--- config.mk ---
export PLATFORM = sky130hd
export DESIGN_NAME = http_request_head_parser_top_flat
export DESIGN_NICKNAME = d
export VERILOG_FILES = /design/src/hrp_pkg.sv /design/src/hrp_in_if.sv /design/src/hrp_out_if.sv /design/src/hrp_fifo.sv /design/src/hrp_front.sv /design/src/hrp_back.sv /design/src/hrp_obuf.sv /design/src/http_request_head_parser_top.sv /design/src/flat_wrapper.sv
export SDC_FILE = /design/constraint.sdc
export NUM_CORES = 1
export LEC_CHECK = 0
export BUFFER_PORTS_ARGS = -buffer_cell sky130_fd_sc_hd__buf_2
export CORE_AREA = 4 4 289 149
export DETAILED_ROUTE_END_ITERATION = 8
export DIE_AREA = 0 0 293 153
export GPL_ROUTABILITY_DRIVEN = 0
export GPL_TIMING_DRIVEN = 1
export PLACE_DENSITY = 0.77
export SYNTH_ARGS = -nofsm -noshare
export SYNTH_HDL_FRONTEND = slang
export SYNTH_SLANG_ARGS = --single-unit
--- constraint.sdc ---
create_clock -name clk -period 10 [get_ports clk]
set_clock_uncertainty 0.05 [all_clocks]
set_input_delay 0.5 -clock clk [delete_from_list [all_inputs] [get_ports clk]]
set_output_delay 0.5 -clock clk [all_outputs]
set_load 0.01 [all_outputs]
--- src/hrp_pkg.sv ---
package hrp_pkg;

  localparam int MAX_HEADER_SLOTS = 64;
  localparam int BODY_COUNT_BITS = 32;
  localparam int APB_ADDR_W = 3;
  localparam int MID_DEPTH = 2;

  localparam logic [5:0] HEADER_LIMIT_RESET = 6'd32;
  localparam logic [0:0] REG_HEADER_LIMIT = 1'b0;

  localparam logic [2:0] ROLE_METHOD = 3'd0;
  localparam logic [2:0] ROLE_URL = 3'd1;
  localparam logic [2:0] ROLE_VERSION = 3'd2;
  localparam logic [2:0] ROLE_KEY = 3'd3;
  localparam logic [2:0] ROLE_VALUE = 3'd4;
  localparam logic [2:0] ROLE_BODY = 3'd5;
  localparam logic [2:0] ROLE_DELIM = 3'd6;

  localparam logic [2:0] ERR_NONE = 3'd0;
  localparam logic [2:0] ERR_UNTERMINATED = 3'd1;
  localparam logic [2:0] ERR_BAD_LINE = 3'd2;
  localparam logic [2:0] ERR_BAD_METHOD = 3'd3;
  localparam logic [2:0] ERR_NO_COLON = 3'd4;
  localparam logic [2:0] ERR_NO_BLANK = 3'd5;

  localparam logic [1:0] METHOD_UNKNOWN = 2'd0;
  localparam logic [1:0] METHOD_GET = 2'd1;
  localparam logic [1:0] METHOD_POST = 2'd2;

  localparam logic [2:0] VERSION_UNKNOWN = 3'd0;

  localparam logic [7:0] CH_CR = 8'h0d;
  localparam logic [7:0] CH_LF = 8'h0a;
  localparam logic [7:0] CH_SP = 8'h20;
  localparam logic [7:0] CH_TAB = 8'h09;
  localparam logic [7:0] CH_COLON = 8'h3a;

  typedef struct packed {
    logic       is_end;
    logic       is_cr;
    logic       is_lf;
    logic       is_sp;
    logic       is_tab;
    logic       is_colon;
    logic [7:0] data;
  } cls_t;

  typedef struct packed {
    logic [7:0]  byte_value;
    logic [2:0]  byte_role;
    logic [5:0]  header_slot;
    logic        is_summary;
    logic        parse_ok;
    logic [2:0]  error_code;
    logic [1:0]  method_code;
    logic [2:0]  version_code;
    logic [5:0]  header_total;
    logic [31:0] body_length;
  } res_t;

  typedef struct packed {
    logic [1:0] count;
    res_t       first;
    res_t       second;
  } res_pair_t;

  function automatic logic [7:0] get_char(logic [1:0] i);
    logic [7:0] c;
    case (i)
      2'd0: c = 8'h47;
      2'd1: c = 8'h45;
      2'd2: c = 8'h54;
      default: c = 8'h00;
    endcase
    return c;
  endfunction

  function automatic logic [7:0] post_char(logic [1:0] i);
    logic [7:0] c;
    case (i)
      2'd0: c = 8'h50;
      2'd1: c = 8'h4f;
      2'd2: c = 8'h53;
      default: c = 8'h54;
    endcase
    return c;
  endfunction

  // "HTTP/" then major digit, '.', minor digit
  function automatic logic [7:0] ver_char(logic [1:0] k, logic [2:0] i);
    logic [7:0] c;
    case (i)
      3'd0: c = 8'h48;
      3'd1: c = 8'h54;
      3'd2: c = 8'h54;
      3'd3: c = 8'h50;
      3'd4: c = 8'h2f;
      3'd5: c = (k == 2'd2) ? 8'h32 : ((k == 2'd3) ? 8'h33 : 8'h31);
      3'd6: c = 8'h2e;
      default: c = (k == 2'd1) ? 8'h31 : 8'h30;
    endcase
    return c;
  endfunction

endpackage

--- src/hrp_in_if.sv ---
interface hrp_in_if;
  logic       valid;
  logic       ready;
  logic       action;
  logic [7:0] data_byte;

  modport source (output valid, output action, output data_byte, input ready);
  modport sink (input valid, input action, input data_byte, output ready);
endinterface

--- src/hrp_out_if.sv ---
interface hrp_out_if;
  logic        valid;
  logic        ready;
  logic [7:0]  byte_value;
  logic [2:0]  byte_role;
  logic [5:0]  header_slot;
  logic        is_summary;
  logic        parse_ok;
  logic [2:0]  error_code;
  logic [1:0]  method_code;
  logic [2:0]  version_code;
  logic [5:0]  header_total;
  logic [31:0] body_length;

  modport source (
    output valid, output byte_value, output byte_role, output header_slot,
    output is_summary, output parse_ok, output error_code, output method_code,
    output version_code, output header_total, output body_length, input ready
  );
  modport sink (
    input valid, input byte_value, input byte_role, input header_slot,
    input is_summary, input parse_ok, input error_code, input method_code,
    input version_code, input header_total, input body_length, output ready
  );
endinterface

--- src/hrp_fifo.sv ---
module hrp_fifo #(
  parameter int WIDTH = 14,
  parameter int DEPTH = 2
) (
  input  logic             clk,
  input  logic             rst,
  input  logic             push,
  input  logic [WIDTH-1:0] wdata,
  output logic             full,
  input  logic             pop,
  output logic             nempty,
  output logic [WIDTH-1:0] rdata
);

  localparam int PW = (DEPTH > 1) ? $clog2(DEPTH) : 1;
  localparam int CW = $clog2(DEPTH + 1);

  logic [WIDTH-1:0] mem [DEPTH];
  logic [PW-1:0]    wp;
  logic [PW-1:0]    rp;
  logic [CW-1:0]    count;

  assign full   = (count == CW'(DEPTH));
  assign nempty = (count != '0);
  assign rdata  = mem[rp];

  always_ff @(posedge clk) begin
    if (push) begin
      mem[wp] <= wdata;
    end
  end

  always_ff @(posedge clk) begin
    if (rst) begin
      wp    <= '0;
      rp    <= '0;
      count <= '0;
    end else begin
      if (push) begin
        wp <= (wp == PW'(DEPTH - 1)) ? '0 : wp + 1'b1;
      end
      if (pop) begin
        rp <= (rp == PW'(DEPTH - 1)) ? '0 : rp + 1'b1;
      end
      if (push && !pop) begin
        count <= count + 1'b1;
      end else if (pop && !push) begin
        count <= count - 1'b1;
      end
    end
  end

endmodule

--- src/hrp_front.sv ---
module hrp_front (
  hrp_in_if.sink        in_req,
  input  logic          q_full,
  output logic          q_push,
  output hrp_pkg::cls_t q_data
);

  assign in_req.ready = !q_full;
  assign q_push       = in_req.valid && !q_full;

  // a zero byte ends the request just as the end marker does
  always_comb begin
    q_data.data     = in_req.data_byte;
    q_data.is_end   = in_req.action || (in_req.data_byte == 8'h00);
    q_data.is_cr    = (in_req.data_byte == hrp_pkg::CH_CR);
    q_data.is_lf    = (in_req.data_byte == hrp_pkg::CH_LF);
    q_data.is_sp    = (in_req.data_byte == hrp_pkg::CH_SP);
    q_data.is_tab   = (in_req.data_byte == hrp_pkg::CH_TAB);
    q_data.is_colon = (in_req.data_byte == hrp_pkg::CH_COLON);
  end

endmodule

--- src/hrp_back.sv ---
module hrp_back #(
  parameter int BODY_COUNT_BITS = hrp_pkg::BODY_COUNT_BITS
) (
  input  logic              clk,
  input  logic              rst,
  input  logic [5:0]        header_limit,
  input  logic              q_valid,
  input  hrp_pkg::cls_t     q_data,
  output logic              q_pop,
  input  logic              room,
  output hrp_pkg::res_pair_t push
);

  typedef enum logic [8:0] {
    PH_METHOD  = 9'b000000001,
    PH_URL     = 9'b000000010,
    PH_VERSION = 9'b000000100,
    PH_BADLINE = 9'b000001000,
    PH_KEY     = 9'b000010000,
    PH_VALUE   = 9'b000100000,
    PH_IGNORED = 9'b001000000,
    PH_BODY    = 9'b010000000,
    PH_ERROR   = 9'b100000000
  } phase_t;

  typedef struct packed {
    phase_t                     phase;
    logic                       held_cr;
    logic                       at_line_start;
    logic [3:0]                 fl;
    logic [1:0]                 mm;
    logic [3:0]                 vm;
    logic                       skipping;
    logic [5:0]                 hc;
    logic [1:0]                 bss;
    logic [BODY_COUNT_BITS-1:0] body;
    logic [2:0]                 err;
    logic [1:0]                 mres;
    logic [2:0]                 vres;
  } st_t;

  typedef struct packed {
    st_t           s;
    hrp_pkg::res_t r;
  } cstep_t;

  localparam logic [8:0] MAX_SLOTS = 9'(hrp_pkg::MAX_HEADER_SLOTS);

  function automatic st_t idle_state();
    st_t s;
    s               = '0;
    s.phase         = PH_METHOD;
    s.at_line_start = 1'b1;
    s.mm            = 2'b11;
    s.vm            = 4'b1111;
    return s;
  endfunction

  function automatic hrp_pkg::res_t byte_res(logic [7:0] v, logic [2:0] role,
                                            logic [5:0] slot);
    hrp_pkg::res_t r;
    r             = '0;
    r.byte_value  = v;
    r.byte_role   = role;
    r.header_slot = slot;
    return r;
  endfunction

  function automatic cstep_t content_f(st_t s_in, hrp_pkg::cls_t c, logic [8:0] lim);
    cstep_t o;
    logic   stop;
    o.s  = s_in;
    o.r  = byte_res(c.data, hrp_pkg::ROLE_DELIM, 6'd0);
    stop = 1'b0;
    unique case (s_in.phase)
      PH_METHOD: begin
        if (c.is_sp) begin
          if (s_in.fl == 4'd0) begin
            o.s.phase = PH_BADLINE;
            o.s.err   = hrp_pkg::ERR_BAD_LINE;
          end else begin
            if (s_in.fl != 4'd3) o.s.mm[0] = 1'b0;
            if (s_in.fl != 4'd4) o.s.mm[1] = 1'b0;
            o.s.phase = PH_URL;
            o.s.fl    = 4'd0;
          end
        end else begin
          if (s_in.fl >= 4'd3 || c.data != hrp_pkg::get_char(s_in.fl[1:0])) o.s.mm[0] = 1'b0;
          if (s_in.fl >= 4'd4 || c.data != hrp_pkg::post_char(s_in.fl[1:0])) o.s.mm[1] = 1'b0;
          if (s_in.fl < 4'd8) o.s.fl = s_in.fl + 1'b1;
          o.r.byte_role = hrp_pkg::ROLE_METHOD;
        end
      end
      PH_URL: begin
        if (c.is_sp) begin
          if (s_in.fl == 4'd0) begin
            o.s.phase = PH_BADLINE;
            o.s.err   = hrp_pkg::ERR_BAD_LINE;
          end else begin
            o.s.phase = PH_VERSION;
            o.s.fl    = 4'd0;
            o.s.vm    = 4'b1111;
          end
        end else begin
          if (s_in.fl < 4'd8) o.s.fl = s_in.fl + 1'b1;
          o.r.byte_role = hrp_pkg::ROLE_URL;
        end
      end
      PH_VERSION: begin
        if (s_in.fl < 4'd8) begin
          for (int k = 0; k < 4; k++) begin
            if (hrp_pkg::ver_char(2'(k), s_in.fl[2:0]) != c.data) o.s.vm[k] = 1'b0;
          end
          o.s.fl = s_in.fl + 1'b1;
        end
        o.r.byte_role = hrp_pkg::ROLE_VERSION;
      end
      PH_KEY: begin
        if (s_in.at_line_start) begin
          o.s.at_line_start = 1'b0;
          // past the limit: ignore the whole line
          if ({3'b000, s_in.hc} >= lim) begin
            o.s.phase = PH_IGNORED;
            stop      = 1'b1;
          end
        end
        if (!stop) begin
          if (c.is_colon) begin
            o.s.skipping = 1'b1;
            o.s.phase    = PH_VALUE;
          end else begin
            o.r = byte_res(c.data, hrp_pkg::ROLE_KEY, s_in.hc);
          end
        end
      end
      PH_VALUE: begin
        if (!(s_in.skipping && (c.is_sp || c.is_tab))) begin
          o.s.skipping = 1'b0;
          o.r          = byte_res(c.data, hrp_pkg::ROLE_VALUE, s_in.hc);
        end
      end
      PH_BODY: begin
        o.s.bss = 2'd0;
        if (s_in.body != '1) o.s.body = s_in.body + 1'b1;
        o.r.byte_role = hrp_pkg::ROLE_BODY;
      end
      default: begin
      end
    endcase
    return o;
  endfunction

  function automatic st_t line_end_f(st_t s_in, logic crlf);
    st_t s;
    s = s_in;
    unique case (s_in.phase) inside
      PH_METHOD, PH_URL, PH_BADLINE: begin
        s.phase = PH_ERROR;
        s.err   = hrp_pkg::ERR_BAD_LINE;
      end
      PH_VERSION: begin
        if (s_in.fl == 4'd0) begin
          s.phase = PH_ERROR;
          s.err   = hrp_pkg::ERR_BAD_LINE;
        end else if (s_in.mm == 2'b00) begin
          s.phase = PH_ERROR;
          s.err   = hrp_pkg::ERR_BAD_METHOD;
        end else begin
          s.mres = s_in.mm[0] ? hrp_pkg::METHOD_GET : hrp_pkg::METHOD_POST;
          s.vres = hrp_pkg::VERSION_UNKNOWN;
          // lowest matching candidate wins
          if (s_in.fl >= 4'd8) begin
            for (int k = 3; k >= 0; k--) begin
              if (s_in.vm[k]) s.vres = 3'(k + 1);
            end
          end
          s.phase         = PH_KEY;
          s.at_line_start = 1'b1;
        end
      end
      PH_KEY: begin
        if (s_in.at_line_start) begin
          s.phase = PH_BODY;
          s.bss   = crlf ? 2'd1 : 2'd2;
        end else begin
          s.phase = PH_ERROR;
          s.err   = hrp_pkg::ERR_NO_COLON;
        end
      end
      PH_VALUE: begin
        s.hc            = s_in.hc + 1'b1;
        s.skipping      = 1'b0;
        s.phase         = PH_KEY;
        s.at_line_start = 1'b1;
      end
      PH_IGNORED: begin
        s.phase         = PH_KEY;
        s.at_line_start = 1'b1;
      end
      PH_BODY: begin
        s.bss = 2'd0;
      end
      default: begin
      end
    endcase
    return s;
  endfunction

  function automatic logic can_hold(st_t s);
    logic h;
    unique case (s.phase)
      PH_ERROR: h = 1'b0;
      PH_BODY:  h = (s.bss == 2'd1);
      default:  h = 1'b1;
    endcase
    return h;
  endfunction

  localparam hrp_pkg::cls_t CR_CLS = '{
    is_end: 1'b0, is_cr: 1'b1, is_lf: 1'b0, is_sp: 1'b0, is_tab: 1'b0,
    is_colon: 1'b0, data: hrp_pkg::CH_CR
  };

  st_t           st;
  st_t           st_next;
  logic [8:0]    lim_eff;
  logic          go;
  hrp_pkg::res_t res [2];
  logic [1:0]    n;

  assign go      = q_valid && room;
  assign q_pop   = go;
  assign lim_eff = ({3'b000, header_limit} > MAX_SLOTS) ? MAX_SLOTS : {3'b000, header_limit};

  always_comb begin
    st_t           s;
    cstep_t        cs;
    hrp_pkg::res_t sm;
    logic          done;
    logic [63:0]   body64;
    s      = st;
    cs     = '0;
    sm     = '0;
    done   = 1'b0;
    body64 = '0;
    res[0] = '0;
    res[1] = '0;
    n      = 2'd0;
    if (q_data.is_end) begin
      // flush a held CR as an ordinary byte first
      if (s.held_cr) begin
        s.held_cr = 1'b0;
        cs        = content_f(s, CR_CLS, lim_eff);
        s         = cs.s;
        res[0]    = cs.r;
        n         = 2'd1;
      end
      body64          = 64'(s.body);
      sm.byte_role    = hrp_pkg::ROLE_DELIM;
      sm.is_summary   = 1'b1;
      sm.method_code  = s.mres;
      sm.version_code = s.vres;
      sm.header_total = s.hc;
      sm.body_length  = (body64[63:32] != 32'd0) ? 32'hffff_ffff : body64[31:0];
      if (s.phase == PH_BODY) begin
        sm.parse_ok   = 1'b1;
        sm.error_code = hrp_pkg::ERR_NONE;
      end else if (s.phase == PH_ERROR) begin
        sm.error_code = s.err;
      end else if (s.phase == PH_KEY && s.at_line_start) begin
        sm.error_code = hrp_pkg::ERR_NO_BLANK;
      end else begin
        sm.error_code = hrp_pkg::ERR_UNTERMINATED;
      end
      res[n[0]] = sm;
      n         = n + 1'b1;
      st_next   = idle_state();
    end else begin
      if (s.held_cr) begin
        s.held_cr = 1'b0;
        if (q_data.is_lf) begin
          res[0] = byte_res(hrp_pkg::CH_CR, hrp_pkg::ROLE_DELIM, 6'd0);
          s      = line_end_f(s, 1'b1);
          res[1] = byte_res(hrp_pkg::CH_LF, hrp_pkg::ROLE_DELIM, 6'd0);
          n      = 2'd2;
          done   = 1'b1;
        end else begin
          cs     = content_f(s, CR_CLS, lim_eff);
          s      = cs.s;
          res[0] = cs.r;
          n      = 2'd1;
        end
      end
      if (!done) begin
        if (q_data.is_cr && can_hold(s)) begin
          s.held_cr = 1'b1;
        end else if (q_data.is_lf && !(s.phase == PH_BODY && s.bss == 2'd0)) begin
          s         = line_end_f(s, 1'b0);
          res[n[0]] = byte_res(q_data.data, hrp_pkg::ROLE_DELIM, 6'd0);
          n         = n + 1'b1;
        end else begin
          cs        = content_f(s, q_data, lim_eff);
          s         = cs.s;
          res[n[0]] = cs.r;
          n         = n + 1'b1;
        end
      end
      st_next = s;
    end
  end

  always_comb begin
    push.count  = go ? n : 2'd0;
    push.first  = res[0];
    push.second = res[1];
  end

  always_ff @(posedge clk) begin
    if (rst) begin
      st <= idle_state();
    end else if (go) begin
      st <= st_next;
    end
  end

endmodule

--- src/hrp_obuf.sv ---
module hrp_obuf (
  input  logic               clk,
  input  logic               rst,
  input  hrp_pkg::res_pair_t push,
  output logic               room,
  hrp_out_if.source          out_res
);

  hrp_pkg::res_t mem [4];
  logic [1:0]    wp;
  logic [1:0]    rp;
  logic [2:0]    count;
  logic          pop;
  hrp_pkg::res_t head;

  // two free entries cover the worst case of one request
  assign room  = (count <= 3'd2);
  assign pop   = out_res.valid && out_res.ready;
  assign head  = mem[rp];

  assign out_res.valid        = (count != 3'd0);
  assign out_res.byte_value   = head.byte_value;
  assign out_res.byte_role    = head.byte_role;
  assign out_res.header_slot  = head.header_slot;
  assign out_res.is_summary   = head.is_summary;
  assign out_res.parse_ok     = head.parse_ok;
  assign out_res.error_code   = head.error_code;
  assign out_res.method_code  = head.method_code;
  assign out_res.version_code = head.version_code;
  assign out_res.header_total = head.header_total;
  assign out_res.body_length  = head.body_length;

  always_ff @(posedge clk) begin
    if (push.count != 2'd0) begin
      mem[wp] <= push.first;
    end
    if (push.count == 2'd2) begin
      mem[wp + 2'd1] <= push.second;
    end
  end

  always_ff @(posedge clk) begin
    if (rst) begin
      wp    <= '0;
      rp    <= '0;
      count <= '0;
    end else begin
      wp    <= wp + push.count;
      rp    <= rp + {1'b0, pop};
      count <= count + {1'b0, push.count} - {2'b00, pop};
    end
  end

endmodule

--- src/http_request_head_parser_top.sv ---
// A result goes from the byte queue through the parser to the output buffer. One byte
// per cycle enters while the queue has space; the parser takes one per cycle from
// its queue when the output buffer has room. A held CR produces no result; the next
// byte may give two; the 4-entry output buffer drains one per cycle on out_res.ready.
// Reset (rst, synchronous): queues empty, parser idle, header_limit back to 32.
module http_request_head_parser_top #(
  parameter int BODY_COUNT_BITS = hrp_pkg::BODY_COUNT_BITS
) (
  input  logic                           clk,
  input  logic                           rst,
  hrp_in_if.sink                         in_req,
  hrp_out_if.source                      out_res,
  input  logic                           psel,
  input  logic                           penable,
  input  logic                           pwrite,
  input  logic [hrp_pkg::APB_ADDR_W-1:0] paddr,
  input  logic [31:0]                    pwdata,
  output logic [31:0]                    prdata,
  output logic                           pready
);

  localparam int CLS_W = $bits(hrp_pkg::cls_t);

  logic               header_limit;
  logic [5:0]         limit_reg;
  logic               q_full;
  logic               q_push;
  hrp_pkg::cls_t      q_wdata;
  logic               q_nempty;
  logic               q_pop;
  logic [CLS_W-1:0]   q_rdata;
  logic               room;
  hrp_pkg::res_pair_t push;

  assign pready       = 1'b1;
  assign header_limit = (paddr[2] == hrp_pkg::REG_HEADER_LIMIT);
  assign prdata       = header_limit ? {26'd0, limit_reg} : 32'd0;

  always_ff @(posedge clk) begin
    if (rst) begin
      limit_reg <= hrp_pkg::HEADER_LIMIT_RESET;
    end else if (psel && penable && pwrite && header_limit) begin
      limit_reg <= pwdata[5:0];
    end
  end

  hrp_front u_front (
    .in_req (in_req),
    .q_full (q_full),
    .q_push (q_push),
    .q_data (q_wdata)
  );

  hrp_fifo #(
    .WIDTH (CLS_W),
    .DEPTH (hrp_pkg::MID_DEPTH)
  ) u_mid_q (
    .clk    (clk),
    .rst    (rst),
    .push   (q_push),
    .wdata  (q_wdata),
    .full   (q_full),
    .pop    (q_pop),
    .nempty (q_nempty),
    .rdata  (q_rdata)
  );

  hrp_back #(
    .BODY_COUNT_BITS (BODY_COUNT_BITS)
  ) u_back (
    .clk          (clk),
    .rst          (rst),
    .header_limit (limit_reg),
    .q_valid      (q_nempty),
    .q_data       (hrp_pkg::cls_t'(q_rdata)),
    .q_pop        (q_pop),
    .room         (room),
    .push         (push)
  );

  hrp_obuf u_obuf (
    .clk     (clk),
    .rst     (rst),
    .push    (push),
    .room    (room),
    .out_res (out_res)
  );

endmodule

--- src/flat_wrapper.sv ---
// flat-port wrapper written by rule: the top's interface ports become plain ports
module http_request_head_parser_top_flat 
#(
  parameter int BODY_COUNT_BITS = hrp_pkg::BODY_COUNT_BITS
)
  (clk, rst, psel, penable, pwrite, paddr, pwdata, prdata, pready, in_req_valid, in_req_action, in_req_data_byte, in_req_ready, out_res_valid, out_res_byte_value, out_res_byte_role, out_res_header_slot, out_res_is_summary, out_res_parse_ok, out_res_error_code, out_res_method_code, out_res_version_code, out_res_header_total, out_res_body_length, out_res_ready);
  hrp_in_if in_req_i ();
  hrp_out_if out_res_i ();
  input  logic clk;
  input  logic rst;
  input  logic psel;
  input  logic penable;
  input  logic pwrite;
  input  logic [hrp_pkg::APB_ADDR_W-1:0] paddr;
  input  logic [31:0] pwdata;
  output logic [31:0] prdata;
  output logic pready;
  input wire logic [$bits(in_req_i.valid)-1:0] in_req_valid;
  input wire logic [$bits(in_req_i.action)-1:0] in_req_action;
  input wire logic [$bits(in_req_i.data_byte)-1:0] in_req_data_byte;
  output wire logic [$bits(in_req_i.ready)-1:0] in_req_ready;
  output wire logic [$bits(out_res_i.valid)-1:0] out_res_valid;
  output wire logic [$bits(out_res_i.byte_value)-1:0] out_res_byte_value;
  output wire logic [$bits(out_res_i.byte_role)-1:0] out_res_byte_role;
  output wire logic [$bits(out_res_i.header_slot)-1:0] out_res_header_slot;
  output wire logic [$bits(out_res_i.is_summary)-1:0] out_res_is_summary;
  output wire logic [$bits(out_res_i.parse_ok)-1:0] out_res_parse_ok;
  output wire logic [$bits(out_res_i.error_code)-1:0] out_res_error_code;
  output wire logic [$bits(out_res_i.method_code)-1:0] out_res_method_code;
  output wire logic [$bits(out_res_i.version_code)-1:0] out_res_version_code;
  output wire logic [$bits(out_res_i.header_total)-1:0] out_res_header_total;
  output wire logic [$bits(out_res_i.body_length)-1:0] out_res_body_length;
  input wire logic [$bits(out_res_i.ready)-1:0] out_res_ready;
  assign in_req_i.valid = in_req_valid;
  assign in_req_i.action = in_req_action;
  assign in_req_i.data_byte = in_req_data_byte;
  assign in_req_ready = in_req_i.ready;
  assign out_res_valid = out_res_i.valid;
  assign out_res_byte_value = out_res_i.byte_value;
  assign out_res_byte_role = out_res_i.byte_role;
  assign out_res_header_slot = out_res_i.header_slot;
  assign out_res_is_summary = out_res_i.is_summary;
  assign out_res_parse_ok = out_res_i.parse_ok;
  assign out_res_error_code = out_res_i.error_code;
  assign out_res_method_code = out_res_i.method_code;
  assign out_res_version_code = out_res_i.version_code;
  assign out_res_header_total = out_res_i.header_total;
  assign out_res_body_length = out_res_i.body_length;
  assign out_res_i.ready = out_res_ready;
  http_request_head_parser_top #(.BODY_COUNT_BITS(BODY_COUNT_BITS)) u_core (.clk(clk), .rst(rst), .in_req(in_req_i), .out_res(out_res_i), .psel(psel), .penable(penable), .pwrite(pwrite), .paddr(paddr), .pwdata(pwdata), .prdata(prdata), .pready(pready));
endmodule
* Yosys cells after proc, flatten, opt, wreduce, memory -nomap -nowiden
Memories as Yosys holds them, arrays and structs flattened. A register that Yosys moved wholly into a read port is not among the register bits.
Index checks and enable logic that the tools add are counted.
** Word-level totals
- Flip-flop bits (word level) :: 87
- Output and inout port bits :: 100
- Word-level logic and storage cells :: 476
- Memories :: 2
- Bits of input ports :: 51
- Bits in writable memories :: 288
** Cells by class
- $lt $le $gt $ge :: 15
- Add/subtract/negate cells :: 17
- Bitwise logic cells :: 3
- Reductions and logical operators :: 49
- Equality and inequality tests :: 66
- Mux-type cells :: 304
** Memory list
- u_core.u_obuf.mem :: depth 4, width 65, read ports 1, clocked after Yosys merged registers in 1, write ports 2, RTL line hrp_obuf.sv:9 : hrp_pkg::res_t mem [4];
- u_core.u_mid_q.mem :: depth 2, width 14, read ports 1, clocked after Yosys merged registers in 1, write ports 1, RTL line hrp_fifo.sv:18 : logic [WIDTH-1:0] mem [DEPTH];
** Operator list (number)
- 2-to-1 mux 130 bit :: 6
- 2-to-1 mux 8 bit :: 82
- 2-to-1 mux 70 bit :: 8
- bitwise mux 130 bit :: 3
- 2-to-1 mux 65 bit :: 5
- case mux 54 bit (2 select lines) :: 3
- case mux 7 bit (6 select lines) :: 6
- 2-to-1 mux 57 bit :: 4
- 2-to-1 mux 54 bit :: 4
- 2-to-1 mux 9 bit :: 16
- demux 65 bit (select 1 bit) :: 2
- 2-to-1 mux 3 bit :: 29
- case mux 9 bit (4 select lines) :: 2
- case mux 7 bit (5 select lines) :: 2
- 2-to-1 mux 34 bit :: 2
- adder 32 x 1 -> 32 bit (second input constant) :: 2
- 2-to-1 mux 1 bit :: 64
- 2-to-1 mux 32 bit :: 2
- inequality test 32 bit (second input constant) :: 2
- inequality test 8 x 4 -> 1 bit (second input constant) :: 8
- 2-to-1 mux 61 bit :: 1
- 2-to-1 mux 60 bit :: 1
- 2-to-1 mux 4 bit :: 14
- 2-to-1 mux 56 bit :: 1
- 63 further kinds :: 185

* Logic depth before layout (Yosys ltp)
- Depth in word-level cells :: 34
- Mapped depth :: 21

* Modules after synthesis
From an unflattened synthesis, not the netlist that was laid out.
** Second synthesis, totals
- Cell total of the unflattened synthesis :: 2141
- Area total of the unflattened synthesis :: 23906.7 um^2
** Modules (own cells, without submodules)
- hrp_obuf :: seq. area each 7947.6 um^2, cells each 674, area each 12976.2 um^2, times used 1
- hrp_back :: seq. area each 1401.3 um^2, cells each 1318, area each 9013.6 um^2, times used 1
- hrp_fifo :: seq. area each 940.9 um^2, cells each 65, area each 1216.2 um^2, times used 1
- http_request_head_parser_top :: seq. area each 120.1 um^2, cells each 62, area each 538.0 um^2, times used 1
- hrp_front :: seq. area each 0.0 um^2, cells each 22, area each 162.7 um^2, times used 1

* Worst setup path before layout
Ideal clock, no wire load.
- Kind :: register to register
- Start :: register u_core.u_back.st[55] in the netlist's numbering
- End :: memory u_core.u_obuf.mem[3][0] in the netlist's numbering, enable pin
- Period minus slack after synthesis :: 9.731 ns
- Cell stages (with the launch flop) :: 15
- Path slack :: 0.269 ns
- Setup time :: 0.649 ns
- Arrival time :: 9.032 ns
- Cells stage by stage :: dfxtp_1 > inv_1 > ha_1 > or3b_2 > nand4_1 > o22ai_1 > o22a_1 > or2_4 > o31ai_1 > buf_2 > clkbuf_1 > nor2_1 > a31oi_1 > nor2_1 > nor4_1
** RTL lines
- start: declaration :: RTL line hrp_back.sv:224 : st_t st;
- start signal: assignment :: RTL line hrp_back.sv:320 : st <= idle_state();
- start signal: assignment :: RTL line hrp_back.sv:322 : st <= st_next;
- end: declaration :: RTL line hrp_obuf.sv:9

==> metrics.cfg <==
[run_status]
status=completed

[floorplanning]
die_w_um=293
io_pins=151
die-height_um=153
initial_core_util=0.557
rows=52
die_area_sq_um=44800
core_area_sq_um=40300

[critical_path]
cp.arrival_ns=6.58
cp-start-kind=register
cp-end-kind=register
crit_required_ns=10.34
r2r_slack_ns=3.76
r2r_end=u_core.u_obuf.mem[2][49]$_DFFE_PP_
ff2ff_path_depth=20
cp_max_fo=22
crit_type=reg -> reg

[clock_tree]
cts_tree=done
clk_pin_slew_ns=0.07
cts-root-buf=clkbuf_16
cts_setup_buffers=0
cts_resized=0
htree_levels=2
clockBufferDepth=3
cts_buffers=36
clk_latency_ns=0.55
cts_hold_buffers=0
clock-sinks=376

[yosys]
synthArstFlopShare=0
yosys.area.top_type=edfxtp_1
synth_edf_count=288
ys_warn_count=0
synthFlopType=edfxtp_1
synth_area_per_cell_sq_um=9.72
synth.distinct_cells=96
synth_seq_cells=376
synthesis.area_sq_um=22400
synth_sequential_area_ratio=0.464
syn_inst=2308
synth_top_area_frac=0.386
synth.top_cells.by_area=edfxtp_1 (39%), dfxtp_1 (7.9%), mux4_2 (6.5%)

[timing]
rsz0062_at_grt=no
worst_slew_margin_rel=0.179
fmax_mhz=160
tns_ns=0
setup_viol=0
finalCritPeriodShare=0.624
finalHoldViolCount=0
tightestPinTransition_ns=1.20
period_minus_slack_ns=6.24
maxSlewViolCount=0

[grt]
grt_use_total=0.274
grt_pass1_vias=17987
grt_pass1_wl_um=99200
grt_max_degree=67
grt_overflow=0
antenna_found_initial=0

[drt]
postRouteAntennaNets=0
drc=0
routed_via_density=6.55
drt_pass1_iterations=9
wirelength_um=62900
dr.first_iter.drc_count=2559
vias=18849
wl_per_cell_um=21.9

[cells_and_area]
n_antenna_cell=0
final_area_sq_um=24400
mostFrequentLayoutCells=edfxtp_1 (288), o21ai_0 (264), nand2_1 (252)
area_delta_synth_final_pct=8.66
largest_reg_flops=260
top_register=u_core.u_obuf.mem
drive_gt1_frac=0.134
nets=2399
top_regs=u_core.u_obuf.mem: 260 flops, u_core.u_back.st: 70 flops, u_core.u_mid_q.mem: 28 flops
layout_commonest_cell=edfxtp_1

[min_path]
holdCritStartpoint=in_req_data_byte[7]
holdPathEnd=u_core.u_mid_q.mem[1][7]$_DFFE_PP_
min_path_type=in -> reg
min_path_cells=1

[placed_design]
io_buffers=95
dpl_cell_area_sq_um=23200
dp_hpwl_um=42700

[power_and_ir_drop]
max-vdd-ir-drop_v=0.000131
p_per_area_nw_per_um2=213
p_leak_uw=0.00811

[flow_run]
cap_viol_max_count=0

per-stage QoR:
stage,std cells,power [uW],worst slack (ns),util,hold WS (ns)
floorplan,2333,3210,0.269,-,0.359
global placement,2814,3730,4.09,0.575,0.380
detailed placement,2814,3780,3.95,0.575,0.392
CTS,2878,5180,3.96,0.605,0.116
global route,2878,5420,3.47,0.605,0.120
finish,2878,5190,3.76,0.605,0.127
report_power, final:
group | switching [uW] | total, uW | internal (uW)
clock | 609 | 1430 | 821
combinational | 1040 | 1670 | 629
sequential | 133 | 2090 | 1960
layout make-up:
cell class	count	area, sq um
clock buffers	46	970
flip-flops and latches	376	10400
clock inverters	18	231
inverters	55	206
repair buffers	130	738
multi-input cells	1713	11100
well taps	540	676
fillers	3207	15900
cells in the mapped netlist (38+ instances only):
| library cell | n |
|---|---|
| edfxtp_1 | 288 |
| o21ai_0 | 265 |
| nand2_1 | 252 |
| nor2_1 | 233 |
| clkbuf_1 | 121 |
| a21oi_1 | 109 |
| dfxtp_1 | 88 |
| nor3_1 | 70 |
| mux4_2 | 65 |
| nand3_1 | 63 |
| and2_1 | 58 |
| inv_1 | 53 |
| xnor2_1 | 42 |
| nand4_1 | 38 |
metal layers:
layer,GRT usage,wire length [um]
met2,0.443,29200
met1,0.374,25300
met3,0.0457,6030
met4,0.101,2460
met5,0,0
worst max path at each step:
stage	start	end	slack, ns	depth (start not counted)
2_1_floorplan	u_core.u_back.st[55]$_SDFFE_PP0P_	u_core.u_obuf.mem[3][0]$_DFFE_PP_	0.27	14
3_3_place_gp	register	u_core.u_obuf.mem[2][52]$_DFFE_PP_	4.09	20
3_5_place_dp	register	u_core.u_obuf.mem[0][49]$_DFFE_PP_	3.95	20
4_1_cts	register	u_core.u_obuf.mem[0][49]$_DFFE_PP_	3.96	20
5_1_grt	register	u_core.u_obuf.mem[1][49]$_DFFE_PP_	3.47	20
6_report	register	u_core.u_obuf.mem[2][49]$_DFFE_PP_	3.76	20
cell families after synthesis:
family          after synthesis  synth area share
simple gates                886             0.195
compound gates              580             0.158
flops                       376             0.464
buf+inv                     244            0.0474
mux                         112            0.0871
xor+xnor                     72            0.0281
fa+ha+maj                    36            0.0204
other cells                   2          0.000335
worst max-delay path, stage by stage (launching register included):
cell and delay, ns:
dfxtp_1 0.31, buf_4 0.32, mux2i_1 0.13, buf_4 0.20
nor2_1 0.10, buf_4 0.27, inv_2 0.22, nor4_1 0.79
mux2i_1 0.44, inv_1 0.17, ha_1 0.31, a21o_1 0.15
a211o_1 0.28, o211ai_1 0.10, a211oi_1 0.21, nor4_1 0.65
nor2_1 0.24, or4_1 0.47, o21ai_0 0.42, nor2_1 0.11
a21oi_1 0.14
No activity file was read; power rests on OpenSTA's default activity.
